===== src/hdl/prwb_pkg.sv =====
// prwb_pkg: shared types, widths, opcodes and helpers for the perfect reflector
// white balance block. No dependencies.
package prwb_pkg;

   localparam int HIST_BINS      = 767;
   localparam int HIST_AW        = 10;
   localparam int TOP_BIN        = HIST_BINS - 1;
   localparam int DEF_MAX_PIXELS = 4194304;
   localparam int PCT_W          = 7;
   localparam logic [PCT_W-1:0] PCT_RESET = 7'd10;
   localparam int CH_W           = 8;
   localparam int SUM_W          = 30;
   localparam int Q_W            = 16;
   localparam int LUT_DEPTH      = 256;
   localparam int LUT_AW         = 8;
   localparam int NUM_CH         = 3;

   localparam logic [1:0] OP_HIST    = 2'd0;
   localparam logic [1:0] OP_BRIGHT  = 2'd1;
   localparam logic [1:0] OP_CORRECT = 2'd2;

   typedef struct packed {
      logic [1:0]      opcode;
      logic [CH_W-1:0] blue_in;
      logic [CH_W-1:0] green_in;
      logic [CH_W-1:0] red_in;
      logic            last_of_pass;
   } req_type;

   typedef struct packed {
      logic [CH_W-1:0] blue_out;
      logic [CH_W-1:0] green_out;
      logic [CH_W-1:0] red_out;
      logic            frame_done;
   } rsp_type;

   typedef struct packed {
      logic               bump;
      logic [HIST_AW-1:0] bin;
      logic               walk;
   } hist_ctl_type;

   typedef struct packed {
      logic               busy;
      logic               thr_valid;
      logic [HIST_AW-1:0] threshold;
   } hist_stat_type;

   typedef struct packed {
      logic              en;
      logic [LUT_AW-1:0] addr;
      logic [CH_W-1:0]   blue;
      logic [CH_W-1:0]   green;
      logic [CH_W-1:0]   red;
   } fill_type;

   function automatic logic [CH_W-1:0] clamp_byte(input logic [31:0] v);
      return (|v[31:CH_W]) ? {CH_W{1'b1}} : v[CH_W-1:0];
   endfunction

endpackage


===== src/hdl/prwb_stream_if.sv =====
// prwb_stream_if: valid/ready channel carrying one payload item.
// Payload type is given by the instantiating module; no other dependencies.
interface prwb_stream_if #(parameter type payload_type = logic) ();
   logic        valid;
   logic        ready;
   payload_type payload;

   modport source (output valid, output payload, input ready);
   modport sink   (input valid, input payload, output ready);
endinterface


===== src/hdl/prwb_ram.sv =====
// prwb_ram: generic single write port, single read port RAM with registered read.
// No dependencies.
module prwb_ram #(
   parameter int WIDTH = 8,
   parameter int DEPTH = 256,
   localparam int AW   = $clog2(DEPTH)
) (
   input  logic             clock,
   input  logic             wr_en,
   input  logic [AW-1:0]    wr_addr,
   input  logic [WIDTH-1:0] wr_data,
   input  logic             rd_en,
   input  logic [AW-1:0]    rd_addr,
   output logic [WIDTH-1:0] rd_data
);
   logic [WIDTH-1:0] mem [DEPTH];
   logic [WIDTH-1:0] rd_data_ff;

   always_ff @(posedge clock) begin
      if (wr_en) begin
         mem[wr_addr] <= wr_data;
      end
      if (rd_en) begin
         rd_data_ff <= mem[rd_addr];
      end
   end

   assign rd_data = rd_data_ff;
endmodule


===== src/hdl/prwb_div.sv =====
// prwb_div: restoring serial divider, one quotient bit per cycle.
// Depends on nothing but its parameters.
module prwb_div #(
   parameter int NUM_W = 30,
   parameter int DEN_W = 23
) (
   input  logic             clock,
   input  logic             reset,
   input  logic             start,
   input  logic [NUM_W-1:0] dividend,
   input  logic [DEN_W-1:0] divisor,
   output logic             busy,
   output logic             done,
   output logic [NUM_W-1:0] quotient,
   output logic [DEN_W-1:0] remainder
);
   localparam int STEP_W = $clog2(NUM_W + 1);

   logic              busy_ff, busy_in, done_ff, done_in;
   logic [STEP_W-1:0] cnt_ff, cnt_in;
   logic [DEN_W-1:0]  rem_ff, rem_in, den_ff, den_in;
   logic [NUM_W-1:0]  quo_ff, quo_in;
   logic [DEN_W:0]    trial, diff;
   logic              ge;

   always_comb begin
      trial   = {rem_ff, quo_ff[NUM_W-1]};
      ge      = trial >= {1'b0, den_ff};
      diff    = trial - {1'b0, den_ff};
      busy_in = busy_ff;
      done_in = 1'b0;
      cnt_in  = cnt_ff;
      rem_in  = rem_ff;
      quo_in  = quo_ff;
      den_in  = den_ff;
      if (start) begin
         busy_in = 1'b1;
         cnt_in  = STEP_W'(NUM_W);
         rem_in  = '0;
         quo_in  = dividend;
         den_in  = divisor;
      end else if (busy_ff) begin
         rem_in = ge ? diff[DEN_W-1:0] : trial[DEN_W-1:0];
         quo_in = {quo_ff[NUM_W-2:0], ge};
         cnt_in = cnt_ff - 1'b1;
         if (cnt_ff == STEP_W'(1)) begin
            busy_in = 1'b0;
            done_in = 1'b1;
         end
      end
   end

   always_ff @(posedge clock) begin
      if (reset) begin
         busy_ff <= 1'b0;
         done_ff <= 1'b0;
         cnt_ff  <= '0;
      end else begin
         busy_ff <= busy_in;
         done_ff <= done_in;
         cnt_ff  <= cnt_in;
      end
      rem_ff <= rem_in;
      quo_ff <= quo_in;
      den_ff <= den_in;
   end

   assign busy      = busy_ff;
   assign done      = done_ff;
   assign quotient  = quo_ff;
   assign remainder = rem_ff;
endmodule


===== src/hdl/prwb_hist.sv =====
// prwb_hist: channel-sum histogram in RAM with read-modify-write bumps,
// reset clearing sweep and the threshold walk. Uses prwb_pkg and prwb_ram.
module prwb_hist #(
   parameter int MAX_PIXELS = prwb_pkg::DEF_MAX_PIXELS,
   localparam int CNT_W     = $clog2(MAX_PIXELS + 1),
   localparam int LIM_W     = CNT_W + prwb_pkg::PCT_W
) (
   input  logic                    clock,
   input  logic                    reset,
   input  prwb_pkg::hist_ctl_type  ctl,
   input  logic [LIM_W-1:0]        limit,
   output prwb_pkg::hist_stat_type stat
);
   localparam int AW    = prwb_pkg::HIST_AW;
   localparam int RUN_W = CNT_W + AW;
   localparam int MUL_W = RUN_W + 7;
   localparam logic [1:0] M_CLR  = 2'd0;
   localparam logic [1:0] M_IDLE = 2'd1;
   localparam logic [1:0] M_WALK = 2'd2;
   localparam logic [CNT_W-1:0] CNT_MAX = CNT_W'(MAX_PIXELS);

   logic [1:0]       mode_ff, mode_in;
   logic [AW-1:0]    idx_ff, idx_in;
   logic             iss_ff, iss_in;
   logic             b_valid_ff;
   logic [AW-1:0]    b_bin_ff;
   logic             r_valid_ff, r_valid_in;
   logic [AW-1:0]    r_idx_ff;
   logic             c_valid_ff;
   logic [AW-1:0]    c_idx_ff;
   logic [RUN_W-1:0] run_ff, run_in;
   logic             found_ff, found_in;
   logic [AW-1:0]    thr_ff, thr_in;
   logic             done_ff, done_in;
   logic             f_valid_ff;
   logic [AW-1:0]    f_bin_ff;
   logic [CNT_W-1:0] f_data_ff;

   logic             wr_en;
   logic [AW-1:0]    wr_addr, rd_addr;
   logic [CNT_W-1:0] wr_data, rd_data, old, bumped;
   logic [MUL_W-1:0] prod;

   prwb_ram #(.WIDTH(CNT_W), .DEPTH(prwb_pkg::HIST_BINS)) u_bins (
      .clock   (clock),
      .wr_en   (wr_en),
      .wr_addr (wr_addr),
      .wr_data (wr_data),
      .rd_en   (1'b1),
      .rd_addr (rd_addr),
      .rd_data (rd_data)
   );

   always_comb begin
      rd_addr = (mode_ff == M_WALK) ? idx_ff : ctl.bin;
      // the RAM read misses a write made in the same cycle: forward it
      old     = (f_valid_ff && f_bin_ff == b_bin_ff) ? f_data_ff : rd_data;
      bumped  = (old >= CNT_MAX) ? CNT_MAX : old + 1'b1;
      wr_en   = 1'b0;
      wr_addr = b_bin_ff;
      wr_data = bumped;
      if (mode_ff == M_CLR) begin
         wr_en   = 1'b1;
         wr_addr = idx_ff;
         wr_data = '0;
      end else if (r_valid_ff) begin
         wr_en   = 1'b1;
         wr_addr = r_idx_ff;
         wr_data = '0;
      end else if (b_valid_ff) begin
         wr_en = 1'b1;
      end

      prod = (MUL_W'(run_ff) << 6) + (MUL_W'(run_ff) << 5) + (MUL_W'(run_ff) << 2);

      mode_in    = mode_ff;
      idx_in     = idx_ff;
      iss_in     = iss_ff;
      r_valid_in = 1'b0;
      run_in     = r_valid_ff ? run_ff + RUN_W'(rd_data) : run_ff;
      found_in   = found_ff;
      thr_in     = thr_ff;
      done_in    = 1'b0;

      unique case (mode_ff)
         M_CLR: begin
            idx_in = idx_ff - 1'b1;
            if (idx_ff == '0) begin
               mode_in = M_IDLE;
            end
         end
         M_WALK: begin
            if (iss_ff) begin
               r_valid_in = 1'b1;
               idx_in     = idx_ff - 1'b1;
               if (idx_ff == '0) begin
                  iss_in = 1'b0;
               end
            end
            if (c_valid_ff && !found_ff && prod > MUL_W'(limit)) begin
               found_in = 1'b1;
               thr_in   = c_idx_ff;
            end
            if (c_valid_ff && c_idx_ff == '0) begin
               mode_in = M_IDLE;
               done_in = 1'b1;
            end
         end
         default: begin
            if (ctl.walk) begin
               mode_in  = M_WALK;
               idx_in   = AW'(prwb_pkg::TOP_BIN);
               iss_in   = 1'b1;
               run_in   = '0;
               found_in = 1'b0;
               thr_in   = '0;
            end
         end
      endcase
   end

   always_ff @(posedge clock) begin
      if (reset) begin
         mode_ff    <= M_CLR;
         idx_ff     <= AW'(prwb_pkg::TOP_BIN);
         iss_ff     <= 1'b0;
         b_valid_ff <= 1'b0;
         r_valid_ff <= 1'b0;
         c_valid_ff <= 1'b0;
         found_ff   <= 1'b0;
         done_ff    <= 1'b0;
         f_valid_ff <= 1'b0;
         thr_ff     <= '0;
      end else begin
         mode_ff    <= mode_in;
         idx_ff     <= idx_in;
         iss_ff     <= iss_in;
         b_valid_ff <= ctl.bump;
         r_valid_ff <= r_valid_in;
         c_valid_ff <= r_valid_ff;
         found_ff   <= found_in;
         done_ff    <= done_in;
         f_valid_ff <= wr_en;
         thr_ff     <= thr_in;
      end
      b_bin_ff  <= ctl.bin;
      r_idx_ff  <= idx_ff;
      c_idx_ff  <= r_idx_ff;
      run_ff    <= run_in;
      f_bin_ff  <= wr_addr;
      f_data_ff <= wr_data;
   end

   assign stat.busy      = (mode_ff != M_IDLE);
   assign stat.thr_valid = done_ff;
   assign stat.threshold = thr_ff;
endmodule


===== src/hdl/prwb_corr.sv =====
// prwb_corr: per-channel correction lookup RAMs and the correction-pass
// read pipeline with its result register. Uses prwb_pkg, prwb_ram, prwb_stream_if.
module prwb_corr (
   input  logic               clock,
   input  logic               reset,
   input  prwb_pkg::fill_type fill,
   input  logic               take,
   input  prwb_pkg::req_type  pix,
   output logic               can_take,
   prwb_stream_if.source      rsp_if
);
   localparam int CW = prwb_pkg::CH_W;

   logic [prwb_pkg::LUT_AW-1:0] lut_raddr [prwb_pkg::NUM_CH];
   logic [CW-1:0]               lut_wdata [prwb_pkg::NUM_CH];
   logic [CW-1:0]               lut_rdata [prwb_pkg::NUM_CH];

   logic              p_valid_ff, p_valid_in, p_last_ff;
   logic              out_valid_ff, out_valid_in;
   prwb_pkg::rsp_type out_data_ff, out_data_in;
   logic              adv;

   assign lut_raddr[0] = pix.blue_in;
   assign lut_raddr[1] = pix.green_in;
   assign lut_raddr[2] = pix.red_in;
   assign lut_wdata[0] = fill.blue;
   assign lut_wdata[1] = fill.green;
   assign lut_wdata[2] = fill.red;

   for (genvar g = 0; g < prwb_pkg::NUM_CH; g++) begin : g_lut
      prwb_ram #(.WIDTH(CW), .DEPTH(prwb_pkg::LUT_DEPTH)) u_lut (
         .clock   (clock),
         .wr_en   (fill.en),
         .wr_addr (fill.addr),
         .wr_data (lut_wdata[g]),
         .rd_en   (take),
         .rd_addr (lut_raddr[g]),
         .rd_data (lut_rdata[g])
      );
   end

   // RAM output holds while the item waits, since no new read is issued
   always_comb begin
      adv          = p_valid_ff && (!out_valid_ff || rsp_if.ready);
      can_take     = !p_valid_ff || adv;
      p_valid_in   = take ? 1'b1 : (adv ? 1'b0 : p_valid_ff);
      out_valid_in = out_valid_ff && !rsp_if.ready;
      out_data_in  = out_data_ff;
      if (adv) begin
         out_valid_in           = 1'b1;
         out_data_in.blue_out   = lut_rdata[0];
         out_data_in.green_out  = lut_rdata[1];
         out_data_in.red_out    = lut_rdata[2];
         out_data_in.frame_done = p_last_ff;
      end
   end

   always_ff @(posedge clock) begin
      if (reset) begin
         p_valid_ff   <= 1'b0;
         out_valid_ff <= 1'b0;
      end else begin
         p_valid_ff   <= p_valid_in;
         out_valid_ff <= out_valid_in;
      end
      if (take) begin
         p_last_ff <= pix.last_of_pass;
      end
      out_data_ff <= out_data_in;
   end

   assign rsp_if.valid   = out_valid_ff;
   assign rsp_if.payload = out_data_ff;
endmodule


===== src/hdl/perfect_reflector_white_balance_core.sv =====
// perfect_reflector_white_balance_core: top level, pass control, accumulators,
// averages and correction lookup rebuild. Uses prwb_pkg, prwb_stream_if,
// prwb_hist, prwb_div and prwb_corr.
//
//   port       dir  kind           carries
//   req_if     in   valid/ready    opcode, blue/green/red_in, last_of_pass
//   rsp_if     out  valid/ready    blue/green/red_out, frame_done
//   csr_wr_*   in   write strobe   bright_percent
//
// Each pass takes one pixel per cycle while the block is idle and, in pass 2, while rsp_if takes results.
// End of pass 0: threshold walk over the histogram RAM.
// End of pass 1: three serial divides.
// First pass 2 pixel after a pass 0 pixel, a pass 1 end or a pass 2 end: lookup rebuild
// of three divides plus a 256-entry fill.
// After reset a clearing sweep of the histogram holds req_if.ready low.
module perfect_reflector_white_balance_core #(
   parameter int MAX_PIXELS = prwb_pkg::DEF_MAX_PIXELS
) (
   input  logic                        clock,
   input  logic                        reset,
   input  logic                        csr_wr_en,
   input  logic [prwb_pkg::PCT_W-1:0]  csr_wr_data,
   prwb_stream_if.sink                 req_if,
   prwb_stream_if.source               rsp_if
);
   localparam int CNT_W = $clog2(MAX_PIXELS + 1);
   localparam int LIM_W = CNT_W + prwb_pkg::PCT_W;
   localparam int CW    = prwb_pkg::CH_W;
   localparam int SW    = prwb_pkg::SUM_W;
   localparam int QW    = prwb_pkg::Q_W;
   localparam int DEN_W = (CNT_W > CW) ? CNT_W : CW;
   localparam logic [CNT_W-1:0] CNT_MAX  = CNT_W'(MAX_PIXELS);
   localparam logic [1:0]       LAST_CH  = 2'(prwb_pkg::NUM_CH - 1);

   localparam logic [2:0] S_IDLE  = 3'd0;
   localparam logic [2:0] S_DRAIN = 3'd1;
   localparam logic [2:0] S_WALK  = 3'd2;
   localparam logic [2:0] S_AVG   = 3'd3;
   localparam logic [2:0] S_RECIP = 3'd4;
   localparam logic [2:0] S_FILL  = 3'd5;

   logic [2:0]                 state_ff, state_in;
   logic [prwb_pkg::PCT_W-1:0] pct_ff;
   logic [CW-1:0]              max_ff, max_in;
   logic [CNT_W-1:0]           count_ff, count_in;
   logic [prwb_pkg::HIST_AW-1:0] thr_ff, thr_in;
   logic [LIM_W-1:0]           limit_ff, limit_in;
   logic [SW-1:0]              bsum_ff [prwb_pkg::NUM_CH];
   logic [SW-1:0]              bsum_in [prwb_pkg::NUM_CH];
   logic [CNT_W-1:0]           bcnt_ff, bcnt_in;
   logic [CW-1:0]              avg_ff [prwb_pkg::NUM_CH];
   logic [CW-1:0]              avg_in [prwb_pkg::NUM_CH];
   logic [CW-1:0]              qstep_ff [prwb_pkg::NUM_CH];
   logic [CW-1:0]              qstep_in [prwb_pkg::NUM_CH];
   logic [CW-1:0]              rstep_ff [prwb_pkg::NUM_CH];
   logic [CW-1:0]              rstep_in [prwb_pkg::NUM_CH];
   logic [QW-1:0]              q_ff [prwb_pkg::NUM_CH];
   logic [QW-1:0]              q_in [prwb_pkg::NUM_CH];
   logic [CW-1:0]              r_ff [prwb_pkg::NUM_CH];
   logic [CW-1:0]              r_in [prwb_pkg::NUM_CH];
   logic [CW-1:0]              fval [prwb_pkg::NUM_CH];
   logic [CW:0]                rsum [prwb_pkg::NUM_CH];
   logic [CW-1:0]              chan [prwb_pkg::NUM_CH];
   logic [prwb_pkg::LUT_AW-1:0] c_ff, c_in;
   logic [1:0]                 k_ff, k_in;
   logic                       dirty_ff, dirty_in;
   logic                       divrun_ff, divrun_in;

   prwb_pkg::req_type       pix;
   prwb_pkg::hist_ctl_type  hist_ctl;
   prwb_pkg::hist_stat_type hist_stat;
   prwb_pkg::fill_type      fill;
   logic                    accept, take, corr_can_take;
   logic [prwb_pkg::HIST_AW-1:0] pix_sum;
   logic [SW:0]             addsum;
   logic                    div_start, div_busy, div_done, zero_den, step;
   logic [SW-1:0]           div_num, div_quo;
   logic [DEN_W-1:0]        div_den, div_rem;

   assign pix     = req_if.payload;
   assign chan[0] = pix.blue_in;
   assign chan[1] = pix.green_in;
   assign chan[2] = pix.red_in;
   assign pix_sum = prwb_pkg::HIST_AW'(pix.blue_in) + prwb_pkg::HIST_AW'(pix.green_in)
                  + prwb_pkg::HIST_AW'(pix.red_in);

   assign req_if.ready = (state_ff == S_IDLE) && !hist_stat.busy
                      && (pix.opcode != prwb_pkg::OP_CORRECT || (!dirty_ff && corr_can_take));
   assign accept = req_if.valid && req_if.ready;
   assign take   = accept && pix.opcode == prwb_pkg::OP_CORRECT;

   prwb_hist #(.MAX_PIXELS(MAX_PIXELS)) u_hist (
      .clock (clock),
      .reset (reset),
      .ctl   (hist_ctl),
      .limit (limit_ff),
      .stat  (hist_stat)
   );

   prwb_div #(.NUM_W(SW), .DEN_W(DEN_W)) u_div (
      .clock     (clock),
      .reset     (reset),
      .start     (div_start),
      .dividend  (div_num),
      .divisor   (div_den),
      .busy      (div_busy),
      .done      (div_done),
      .quotient  (div_quo),
      .remainder (div_rem)
   );

   prwb_corr u_corr (
      .clock    (clock),
      .reset    (reset),
      .fill     (fill),
      .take     (take),
      .pix      (pix),
      .can_take (corr_can_take),
      .rsp_if   (rsp_if)
   );

   // shared divider: bright sums over bright count, then max over each average
   always_comb begin
      if (state_ff == S_AVG) begin
         div_num  = bsum_ff[k_ff];
         div_den  = DEN_W'(bcnt_ff);
         zero_den = (bcnt_ff == '0);
      end else begin
         div_num  = SW'(max_ff);
         div_den  = DEN_W'(avg_ff[k_ff]);
         zero_den = (avg_ff[k_ff] == '0);
      end
      div_start = (state_ff == S_AVG || state_ff == S_RECIP) && !divrun_ff && !zero_den;
   end

   always_comb begin
      state_in  = state_ff;
      max_in    = max_ff;
      count_in  = count_ff;
      thr_in    = thr_ff;
      limit_in  = limit_ff;
      bcnt_in   = bcnt_ff;
      c_in      = c_ff;
      k_in      = k_ff;
      dirty_in  = dirty_ff;
      divrun_in = divrun_ff;
      step      = 1'b0;
      addsum    = '0;
      hist_ctl.bump = 1'b0;
      hist_ctl.bin  = pix_sum;
      hist_ctl.walk = 1'b0;
      fill.en    = 1'b0;
      fill.addr  = c_ff;
      for (int i = 0; i < prwb_pkg::NUM_CH; i++) begin
         bsum_in[i]  = bsum_ff[i];
         avg_in[i]   = avg_ff[i];
         qstep_in[i] = qstep_ff[i];
         rstep_in[i] = rstep_ff[i];
         q_in[i]     = q_ff[i];
         r_in[i]     = r_ff[i];
         fval[i]     = (avg_ff[i] == '0) ? ((c_ff != '0) ? {CW{1'b1}} : '0)
                                         : prwb_pkg::clamp_byte(32'(q_ff[i]));
         rsum[i]     = (CW+1)'(r_ff[i]) + (CW+1)'(rstep_ff[i]);
      end
      fill.blue  = fval[0];
      fill.green = fval[1];
      fill.red   = fval[2];

      unique case (state_ff)
         S_IDLE: begin
            if (accept) begin
               unique case (pix.opcode)
                  prwb_pkg::OP_HIST: begin
                     for (int i = 0; i < prwb_pkg::NUM_CH; i++) begin
                        if (chan[i] > max_in) begin
                           max_in = chan[i];
                        end
                     end
                     count_in      = (count_ff >= CNT_MAX) ? CNT_MAX : count_ff + 1'b1;
                     hist_ctl.bump = 1'b1;
                     dirty_in      = 1'b1;
                     if (pix.last_of_pass) begin
                        state_in = S_DRAIN;
                     end
                  end
                  prwb_pkg::OP_BRIGHT: begin
                     if (pix_sum > thr_ff) begin
                        for (int i = 0; i < prwb_pkg::NUM_CH; i++) begin
                           addsum     = {1'b0, bsum_ff[i]} + (SW+1)'(chan[i]);
                           bsum_in[i] = addsum[SW] ? {SW{1'b1}} : addsum[SW-1:0];
                        end
                        bcnt_in = (bcnt_ff >= CNT_MAX) ? CNT_MAX : bcnt_ff + 1'b1;
                     end
                     if (pix.last_of_pass) begin
                        state_in = S_AVG;
                        k_in     = '0;
                     end
                  end
                  prwb_pkg::OP_CORRECT: begin
                     if (pix.last_of_pass) begin
                        max_in   = '0;
                        dirty_in = 1'b1;
                     end
                  end
                  default: begin
                  end
               endcase
            end else if (req_if.valid && pix.opcode == prwb_pkg::OP_CORRECT && dirty_ff
                         && !hist_stat.busy) begin
               state_in = S_RECIP;
               k_in     = '0;
            end
         end
         S_DRAIN: begin
            // last bump is written this cycle; the walk reads from the next one
            limit_in      = LIM_W'(pct_ff) * LIM_W'(count_ff);
            hist_ctl.walk = 1'b1;
            state_in      = S_WALK;
         end
         S_WALK: begin
            if (hist_stat.thr_valid) begin
               thr_in   = hist_stat.threshold;
               count_in = '0;
               state_in = S_IDLE;
            end
         end
         S_AVG, S_RECIP: begin
            if (!divrun_ff && zero_den) begin
               step = 1'b1;
               if (state_ff == S_AVG) begin
                  avg_in[k_ff] = '0;
               end else begin
                  qstep_in[k_ff] = '0;
                  rstep_in[k_ff] = '0;
               end
            end else if (!divrun_ff) begin
               divrun_in = 1'b1;
            end else if (div_done) begin
               divrun_in = 1'b0;
               step      = 1'b1;
               if (state_ff == S_AVG) begin
                  avg_in[k_ff] = prwb_pkg::clamp_byte(32'(div_quo));
               end else begin
                  qstep_in[k_ff] = div_quo[CW-1:0];
                  rstep_in[k_ff] = div_rem[CW-1:0];
               end
            end
            if (step) begin
               k_in = k_ff + 1'b1;
               if (k_ff == LAST_CH) begin
                  k_in = '0;
                  if (state_ff == S_AVG) begin
                     for (int i = 0; i < prwb_pkg::NUM_CH; i++) begin
                        bsum_in[i] = '0;
                     end
                     bcnt_in  = '0;
                     dirty_in = 1'b1;
                     state_in = S_IDLE;
                  end else begin
                     for (int i = 0; i < prwb_pkg::NUM_CH; i++) begin
                        q_in[i] = '0;
                        r_in[i] = '0;
                     end
                     c_in     = '0;
                     state_in = S_FILL;
                  end
               end
            end
         end
         S_FILL: begin
            // entry c holds c*max/avg clamped to 255; step by max/avg and carry the remainder
            fill.en = 1'b1;
            c_in    = c_ff + 1'b1;
            for (int i = 0; i < prwb_pkg::NUM_CH; i++) begin
               if (rsum[i] >= (CW+1)'(avg_ff[i])) begin
                  r_in[i] = CW'(rsum[i] - (CW+1)'(avg_ff[i]));
                  q_in[i] = q_ff[i] + QW'(qstep_ff[i]) + 1'b1;
               end else begin
                  r_in[i] = rsum[i][CW-1:0];
                  q_in[i] = q_ff[i] + QW'(qstep_ff[i]);
               end
            end
            if (c_ff == {prwb_pkg::LUT_AW{1'b1}}) begin
               dirty_in = 1'b0;
               state_in = S_IDLE;
            end
         end
         default: begin
            state_in = S_IDLE;
         end
      endcase
   end

   always_ff @(posedge clock) begin
      if (reset) begin
         state_ff  <= S_IDLE;
         pct_ff    <= prwb_pkg::PCT_RESET;
         max_ff    <= '0;
         count_ff  <= '0;
         thr_ff    <= '0;
         bcnt_ff   <= '0;
         k_ff      <= '0;
         dirty_ff  <= 1'b1;
         divrun_ff <= 1'b0;
         for (int i = 0; i < prwb_pkg::NUM_CH; i++) begin
            bsum_ff[i] <= '0;
            avg_ff[i]  <= '0;
         end
      end else begin
         state_ff  <= state_in;
         pct_ff    <= csr_wr_en ? csr_wr_data : pct_ff;
         max_ff    <= max_in;
         count_ff  <= count_in;
         thr_ff    <= thr_in;
         bcnt_ff   <= bcnt_in;
         k_ff      <= k_in;
         dirty_ff  <= dirty_in;
         divrun_ff <= divrun_in;
         for (int i = 0; i < prwb_pkg::NUM_CH; i++) begin
            bsum_ff[i] <= bsum_in[i];
            avg_ff[i]  <= avg_in[i];
         end
      end
      limit_ff <= limit_in;
      c_ff     <= c_in;
      for (int i = 0; i < prwb_pkg::NUM_CH; i++) begin
         qstep_ff[i] <= qstep_in[i];
         rstep_ff[i] <= rstep_in[i];
         q_ff[i]     <= q_in[i];
         r_ff[i]     <= r_in[i];
      end
   end

   a_accept_idle: assert property (@(posedge clock) disable iff (reset)
      accept |-> (state_ff == S_IDLE && !hist_stat.busy))
      else $error("item accepted outside idle");

   a_lut_fresh: assert property (@(posedge clock) disable iff (reset)
      take |-> !dirty_ff)
      else $error("correction item read a stale lookup");

   a_div_free: assert property (@(posedge clock) disable iff (reset)
      div_start |-> !div_busy)
      else $error("divider restarted while busy");

   a_walk_after_drain: assert property (@(posedge clock) disable iff (reset)
      hist_ctl.walk |-> $past(hist_ctl.bump) || $past(state_ff) == S_IDLE)
      else $error("walk started without a closing pass 0 item");
endmodule

===== src/flat_wrapper.sv =====
// flat-port wrapper written by rule: the top's interface ports become plain ports
module perfect_reflector_white_balance_core_flat 
#(
   parameter int MAX_PIXELS = prwb_pkg::DEF_MAX_PIXELS
)
  (clock, reset, csr_wr_en, csr_wr_data, req_if_valid, req_if_payload, req_if_ready, rsp_if_valid, rsp_if_payload, rsp_if_ready);
  prwb_stream_if req_if_i ();
  prwb_stream_if rsp_if_i ();
  input  logic clock;
  input  logic reset;
  input  logic csr_wr_en;
  input  logic [prwb_pkg::PCT_W-1:0] csr_wr_data;
  input wire logic [$bits(req_if_i.valid)-1:0] req_if_valid;
  input wire logic [$bits(req_if_i.payload)-1:0] req_if_payload;
  output wire logic [$bits(req_if_i.ready)-1:0] req_if_ready;
  output wire logic [$bits(rsp_if_i.valid)-1:0] rsp_if_valid;
  output wire logic [$bits(rsp_if_i.payload)-1:0] rsp_if_payload;
  input wire logic [$bits(rsp_if_i.ready)-1:0] rsp_if_ready;
  assign req_if_i.valid = req_if_valid;
  assign req_if_i.payload = req_if_payload;
  assign req_if_ready = req_if_i.ready;
  assign rsp_if_valid = rsp_if_i.valid;
  assign rsp_if_payload = rsp_if_i.payload;
  assign rsp_if_i.ready = rsp_if_ready;
  perfect_reflector_white_balance_core #(.MAX_PIXELS(MAX_PIXELS)) u_core (.clock(clock), .reset(reset), .csr_wr_en(csr_wr_en), .csr_wr_data(csr_wr_data), .req_if(req_if_i), .rsp_if(rsp_if_i));
endmodule

===== config.mk =====
export PLATFORM = sky130hd
export DESIGN_NAME = perfect_reflector_white_balance_core_flat
export DESIGN_NICKNAME = d
export VERILOG_FILES = /design/src/hdl/prwb_pkg.sv /design/src/hdl/prwb_stream_if.sv /design/src/hdl/prwb_ram.sv /design/src/hdl/prwb_div.sv /design/src/hdl/prwb_hist.sv /design/src/hdl/prwb_corr.sv /design/src/hdl/perfect_reflector_white_balance_core.sv /design/src/flat_wrapper.sv
export SDC_FILE = /design/constraint.sdc
export NUM_CORES = 1
export LEC_CHECK = 0
export BUFFER_PORTS_ARGS = -buffer_cell sky130_fd_sc_hd__buf_2
export CAP_MARGIN = 20
export CELL_PAD_IN_SITES_DETAIL_PLACEMENT = 1
export CELL_PAD_IN_SITES_GLOBAL_PLACEMENT = 2
export CORE_MARGIN = 3
export CORE_UTILIZATION = 40
export DETAILED_ROUTE_END_ITERATION = 7
export PLACE_DENSITY_LB_ADDON = 0.1
export REMOVE_ABC_BUFFERS = 1
export SLEW_MARGIN = 20
export SYNTH_ARGS = -nofsm -noshare
export SYNTH_HDL_FRONTEND = slang
export SYNTH_SLANG_ARGS = --single-unit

===== constraint.sdc =====
create_clock -name clock -period 7.15 [get_ports clock]
set_input_delay 0.715 -clock clock [delete_from_list [all_inputs] [get_ports clock]]
set_output_delay 0.715 -clock clock [all_outputs]
set_load 0.02 [all_outputs]

Word level (Yosys, flattened, before mapping)
Memory sizes are Yosys's and may differ from the RTL's. A register that Yosys moved wholly into a read port is not among the register bits.
Index checks and enable logic that the tools add are counted.
{"block": "word_totals", "reg_bits": 127, "ramBits": 114, "inputBits": 13, "word_cells": 185, "memories": 2}
{"block": "op_classes", "n_addsub": 5, "n_lt_le_gt_ge": 6, "eq_ne": 24, "muxes": 78, "bitwise": 13, "reduce_logical": 36}
{"memory": "u_core.bsum_ff", "depth": 3, "width": 30, "read_ports": 1, "rd_clocked_by_memory_dff": 1, "write_ports": 3, "line": "perfect_reflector_white_balance_core.sv:48", "text": "logic [SW-1:0] bsum_ff [prwb_pkg::NUM_CH];"}
{"memory": "u_core.avg_ff", "depth": 3, "width": 8, "read_ports": 4, "rd_clocked_by_memory_dff": 1, "write_ports": 3, "line": "perfect_reflector_white_balance_core.sv:51", "text": "logic [CW-1:0] avg_ff [prwb_pkg::NUM_CH];"}
{"cell": "$mux W90", "count": 4}
{"cell": "$mux W30", "count": 6}
{"cell": "$mux W24", "count": 6}
{"cell": "$mux W8", "count": 15}
{"cell": "$and A24 B24 Y24", "count": 1}
{"cell": "$bwmux W24", "count": 1}
{"cell": "$ge A24 B8 Y1", "count": 1}
{"cell": "$gt A1 B8 Y1 const A", "count": 3}
{"cell": "$not A24 Y24", "count": 1}
{"cell": "$mux W23", "count": 1}
{"cell": "$sub A23 B8 Y23", "count": 1}
{"cell": "$reduce_or A22 Y1", "count": 1}
{"cell": "$mux W3", "count": 7}
{"cell": "$logic_not A10 Y1", "count": 2}
{"cell": "$mux W1", "count": 20}
{"cell": "$mux W10", "count": 2}
{"cell": "$pmux W10 S2", "count": 1}
{"cell": "$demux W8 S2", "count": 1}
{"cell": "$mux W2", "count": 8}
{"cell": "$pmux W8 S2", "count": 1}
{"cell": "$pmux W3 S5", "count": 1}
{"cell": "$ne A2 B1 Y1 const B", "count": 7}
{"cell": "$mux W5", "count": 2}
{"cell": "$ne A2 B2 Y1 const B", "count": 5}
{"cell": "other kinds (35)", "count": 64}

Logic depth before layout (Yosys ltp)
{"block": "depth", "word_depth": 12, "depth_mapped": 11, "ltp_nobuf": 10}

Worst setup path after synthesis
Ideal clock, no wire load.
{"block": "synth_timing", "path_kind": "register to register", "startpoint": "register (tool-made name)", "endpoint": "register u_core.u_div.quo_ff[0], in the netlist u_core.u_div.quotient[0], enable pin", "arrival_ps": 2270, "t_required_ps": 6681, "path_slack_ps": 4411, "path_stages_with_launch": 9, "n_path_buf": 2, "path_cell_list": "dfxtp_1 > clkbuf_1 > mux2_2 > mux2i_1 > nand4_1 > o21bai_1 > or2_2 > clkbuf_1 > nand2b_1"}
{"item": "to (signal assigned)", "line": "prwb_div.sv:64", "text": "quo_ff <= quo_in;"}
{"item": "to (decl)", "line": "prwb_div.sv:22", "text": "logic [NUM_W-1:0] quo_ff, quo_in;"}

==> results.md <==
Synthesis:
- In the synthesized netlist the async set-or-reset flop fraction comes to 0%.
- The synthesized area per cell is 10.1 um^2.
- The area share of the leading cell type in the synthesized netlist is 32.1%.
- Yosys attributes the largest share of cell area to sky130_fd_sc_hd__dfxtp_1 (32%), sky130_fd_sc_hd__edfxtp_1 (22%), sky130_fd_sc_hd__o21ai_0 (4.3%).
- Yosys mapped a number of flops with a built-in enable equal to 46.
- The parity-gate share of the synthesized area counting xor and xnor cells is 4.25%.
- The dominant combinational cell family by area after synthesis is simple AND/OR/NAND/NOR gates.
- After Yosys synthesis, and, or, nand and nor cells account for 21.3% of the synthesized area.
- The arithmetic-cell share of the synthesized area counting full adders, half adders and majority gates is 2.75%.
- The primary flip-flop cell chosen by synthesis mapping is sky130_fd_sc_hd__dfxtp_1.
- The sequential cell area fraction in the yosys report is 54.4%.
- Summed over all instances, the cell type with the most area after synthesis is sky130_fd_sc_hd__dfxtp_1.
- After synthesis, the share of cell area in mux cells is 3.42%.
- After synthesis, the most frequently instantiated cells are sky130_fd_sc_hd__dfxtp_1 (99), sky130_fd_sc_hd__o21ai_0 (53), sky130_fd_sc_hd__nor2_1 (52).
- The library cell with the highest instance count after synthesis is sky130_fd_sc_hd__dfxtp_1.
- The warning count from the yosys run is 0.
- The number of distinct library cells after synthesis is 54.
- The synthesized netlist devotes 11.0% of its cell area to compound gates.
- In this run the cell area of the synthesized design comes to 0.00618 mm^2.
- The post-synthesis sequential element count is 145.
- Synthesis produced a netlist whose cell count is 613.

Die:
- The standard cell core area is 0.0148 mm^2.
- The die outline area is 0.0170 mm^2.
- The chip height is 130 um.
- The initial utilization of the core area, before any placement, comes to 41.7%.
- The count of standard-cell rows is 44.
- The count of boundary I/O pins is 16.
- The floorplan die width is 130 um.

Placed design:
- The total of buffers placed on input and output ports is 6.
- The number of placed instances, taps included is 781.
- At the end of routability-driven placement, the weighted congestion stood at 0.737.
- The HPWL after detailed placement is 8730 um.
- In this run the cell area measured after placement is 0.00635 mm^2.

Pwr:
- Across the VDD grid, the largest voltage drop is 0.000188 V.
- The total power density per cell area is 265 mW/mm^2.
- The total power is 1.83 mW.
- The leakage power summed over all cells is 2.41 nW.

GRT:
- The initial antenna violation count is 0.
- The total overflow left after global routing is 0.
- The met2 track demand over resource in global routing is 27.0%.
- The via count of the first global-routing pass was 4,445.
- The all-layer global routing usage is 16.8%.
- The met1 capacity usage during global routing is 22.3%.
- The most heavily used metal layer in global routing is met2.
- The wire length of the first global-routing pass is 22,300 um.
- Global routing consumed, on the met3 layer, 3.85% of the routing resources.
- Entering global routing, the biggest net connects 53 pins.

Final layout:
- 0 antenna diodes ended up in the layout.
- The total non-filler cell area in the finished layout is 0.00690 mm^2.
- The number of standard cells in the final layout excluding fillers is 811.
- The number of fill cells is 1,635.
- For this run, the post-layout net count is 642.
- The synthesis-to-layout area growth is 11.8%.
- The fraction of final layout cells sized beyond drive strength 1 is 8.77%.

Clock tree:
- Clock-pin slew was measured on the worst setup and hold paths at 60 ps.
- The clock reaches the later pin of the worst-skew pair after 420 ps.
- The root buffer cell is sky130_fd_sc_hd__clkbuf_16.
- The number of hold buffers added after CTS was 0.
- The number of setup buffers added after CTS is 0.
- The post-CTS resize count is 0.
- The clock passes through at most 2 buffers.
- The H-tree was split into 4 levels.
- TritonCTS created 17 clock buffers.
- Clock tree synthesis found a total of 145 sinks.
- The CTS tree is yes.

Worst setup path:
- The kind of capture point of the worst setup path is a flop.
- The setup check on the worst reg-to-reg path leaves a slack of 4100 ps.
- For the worst setup path, the data required time is 7280 ps.
- The worst setup path is launched from a flop.
- The kind of critical path is flop to flop.
- Data arrives at the worst endpoint at 3180 ps.
- The largest fanout on the critical path is 52.

Detailed routing:
- For this run, the detailed router's first-pass iteration total came to 4.
- The wire length after detailed routing is 13,300 um.
- The DRC violation count after routing is 0.
- The routed layout has 4,378 vias.
- In the routed layout, each cell is associated on average with a via count of 5.40.
- The number of DRC markers in iteration 0 is 210.
- Once detail routing completed, the nets flagged for antenna violations numbered 0.
- The detailed-route wire length per cell is 16.5 um.

STA:
- The relative slew slack is 35.9%.
- The setup TNS after final layout is 0 ps.
- The routed design could run at a clock period as short as 3050 ps.
- Of the available clock period, the critical path in the final layout requires 42.6%.
- On the final layout, the worst clock skew is 8.45 ps.
- The highest clock rate is 328 MHz.
- The count of pins over their slew limit is 0.
- The slew at the pin with the worst max-slew slack is 958 ps.
- The number of failing hold endpoints at the final stage is 0.
- Setup repair after global routing left no endpoint under its margin.
- Setup violations remaining at the end of the flow were counted as 0.

Run:
- Max-cap violations in this run came to 0.

Status:
- The flow ran to the end, and the final reports show no timing, DRC or antenna violations.

Min path:
- The path class of the tightest hold or removal check is flop to flop.
## placed cells by master, fill, tap and decap left out, types with 9 or more instances in the layout
master,Yosys,layout
sky130_fd_sc_hd__nand4_1,9,9
sky130_fd_sc_hd__nand3_1,13,13
sky130_fd_sc_hd__xnor2_1,16,16
sky130_fd_sc_hd__clkbuf_16,0,18
sky130_fd_sc_hd__dfxtp_1,99,99
sky130_fd_sc_hd__nand2_1,46,46
sky130_fd_sc_hd__a31oi_1,10,10
sky130_fd_sc_hd__xor2_1,14,14
sky130_fd_sc_hd__mux2_2,9,9
sky130_fd_sc_hd__nor2_1,52,52
sky130_fd_sc_hd__mux2i_1,11,11
sky130_fd_sc_hd__o21ai_0,53,53
sky130_fd_sc_hd__nand2b_1,12,12
sky130_fd_sc_hd__edfxtp_1,46,46
sky130_fd_sc_hd__nor4_1,9,9
sky130_fd_sc_hd__and2_1,33,33
sky130_fd_sc_hd__nor3_1,14,14
sky130_fd_sc_hd__ha_1,12,12
sky130_fd_sc_hd__inv_1,17,17
sky130_fd_sc_hd__a21oi_1,37,37
## sequential cells by signal (all words and copies together), names as in the netlist, named ones only
name                        flops
u_core.u_hist.iss_ff            1
u_core.u_hist.c_valid_ff        1
u_core.avg_ff                  24
u_core.u_div.done               1
u_core.c_ff                     8
u_core.u_hist.c_idx_ff         10
u_core.u_div.quotient          30
u_core.u_hist.r_valid_ff        1
u_core.u_hist.mode_ff           2
u_core.u_hist.done_ff           1
u_core.u_div.cnt_ff             5
u_core.u_div.remainder         23
u_core.u_hist.r_idx_ff         10
u_core.u_corr.rsp_if.valid      1
u_core.u_div.den_ff             8
u_core.u_div.busy               1
u_core.u_hist.idx_ff           10
u_core.state_ff                 3
u_core.k_ff                     2
u_core.divrun_ff                1
## power breakdown
part / internal [mW] / total, mW / switching [mW] / leakage (nW)
Clock: 0.502 / 0.831 / 0.329 / 0.272
Combinational: 0.0458 / 0.107 / 0.0609 / 0.915
Sequential: 0.870 / 0.895 / 0.0250 / 1.23
Total: 1.42 / 1.83 / 0.415 / 2.41
## layout make-up
| cell class | count | area (um^2) | share of cell area, % |
|---|---|---|---|
| timing repair buffer | 9 | 52.6 | 0.761 |
| sequential | 145 | 3360 | 48.7 |
| tap | 184 | 230 | 3.33 |
| multi-input combinational | 426 | 2640 | 38.3 |
| clock buffer | 21 | 469 | 6.80 |
| inverter | 17 | 63.8 | 0.924 |
| clock inverter | 9 | 81.3 | 1.18 |
## final timing paths
| kind | cells past startpoint | to | startpoint |
|---|---|---|---|
| max | 8 | u_core.u_div.quotient[27] | flop |
| min | 0 | u_core.u_hist.c_idx_ff[4] | u_core.u_hist.r_idx_ff[4] |
| max reg2reg | 8 | u_core.u_div.quotient[27] | flop |
| min reg2reg | 0 | u_core.u_hist.c_idx_ff[4] | u_core.u_hist.r_idx_ff[4] |
## worst max-delay path, stage by stage (launching register included)
cell	delay, ps
sky130_fd_sc_hd__dfxtp_1	590
sky130_fd_sc_hd__mux2_2	390
sky130_fd_sc_hd__mux2i_1	240
sky130_fd_sc_hd__nand4_1	190
sky130_fd_sc_hd__o21bai_1	300
sky130_fd_sc_hd__or2_2	180
sky130_fd_sc_hd__buf_4	400
sky130_fd_sc_hd__nand2b_1	120
sky130_fd_sc_hd__buf_4	280
## routing by layer
layer,vias up,share of wire [%]
li1,2186,-
met1,2134,48
met2,41,48
met3,17,2.3
met4,0,1.3
met5,-,0
## kinds of logic after synthesis
| logic type | count (synthesis) |
|---|---|
| AO/OA/AOI/OAI | 121 |
| multiplexers | 20 |
| XOR/XNOR | 30 |
| buffers and inverters | 42 |
| AND/OR/NAND/NOR | 241 |
| other | 1 |
| flip-flops | 145 |
| adder cells (fa/ha/maj) | 13 |
## per-stage QoR
step | setup WS [ps] | util [%] | hold slack (ps)
final | 4100 | 46.6 | 327
after global routing | 3850 | 46.6 | 335
after CTS | 4090 | 46.6 | 329
after detailed placement | 4140 | 42.9 | 313
after global placement | 4150 | 42.9 | 312
after floorplan | 4320 | - | 310
Power figures use the tool's default switching activity.
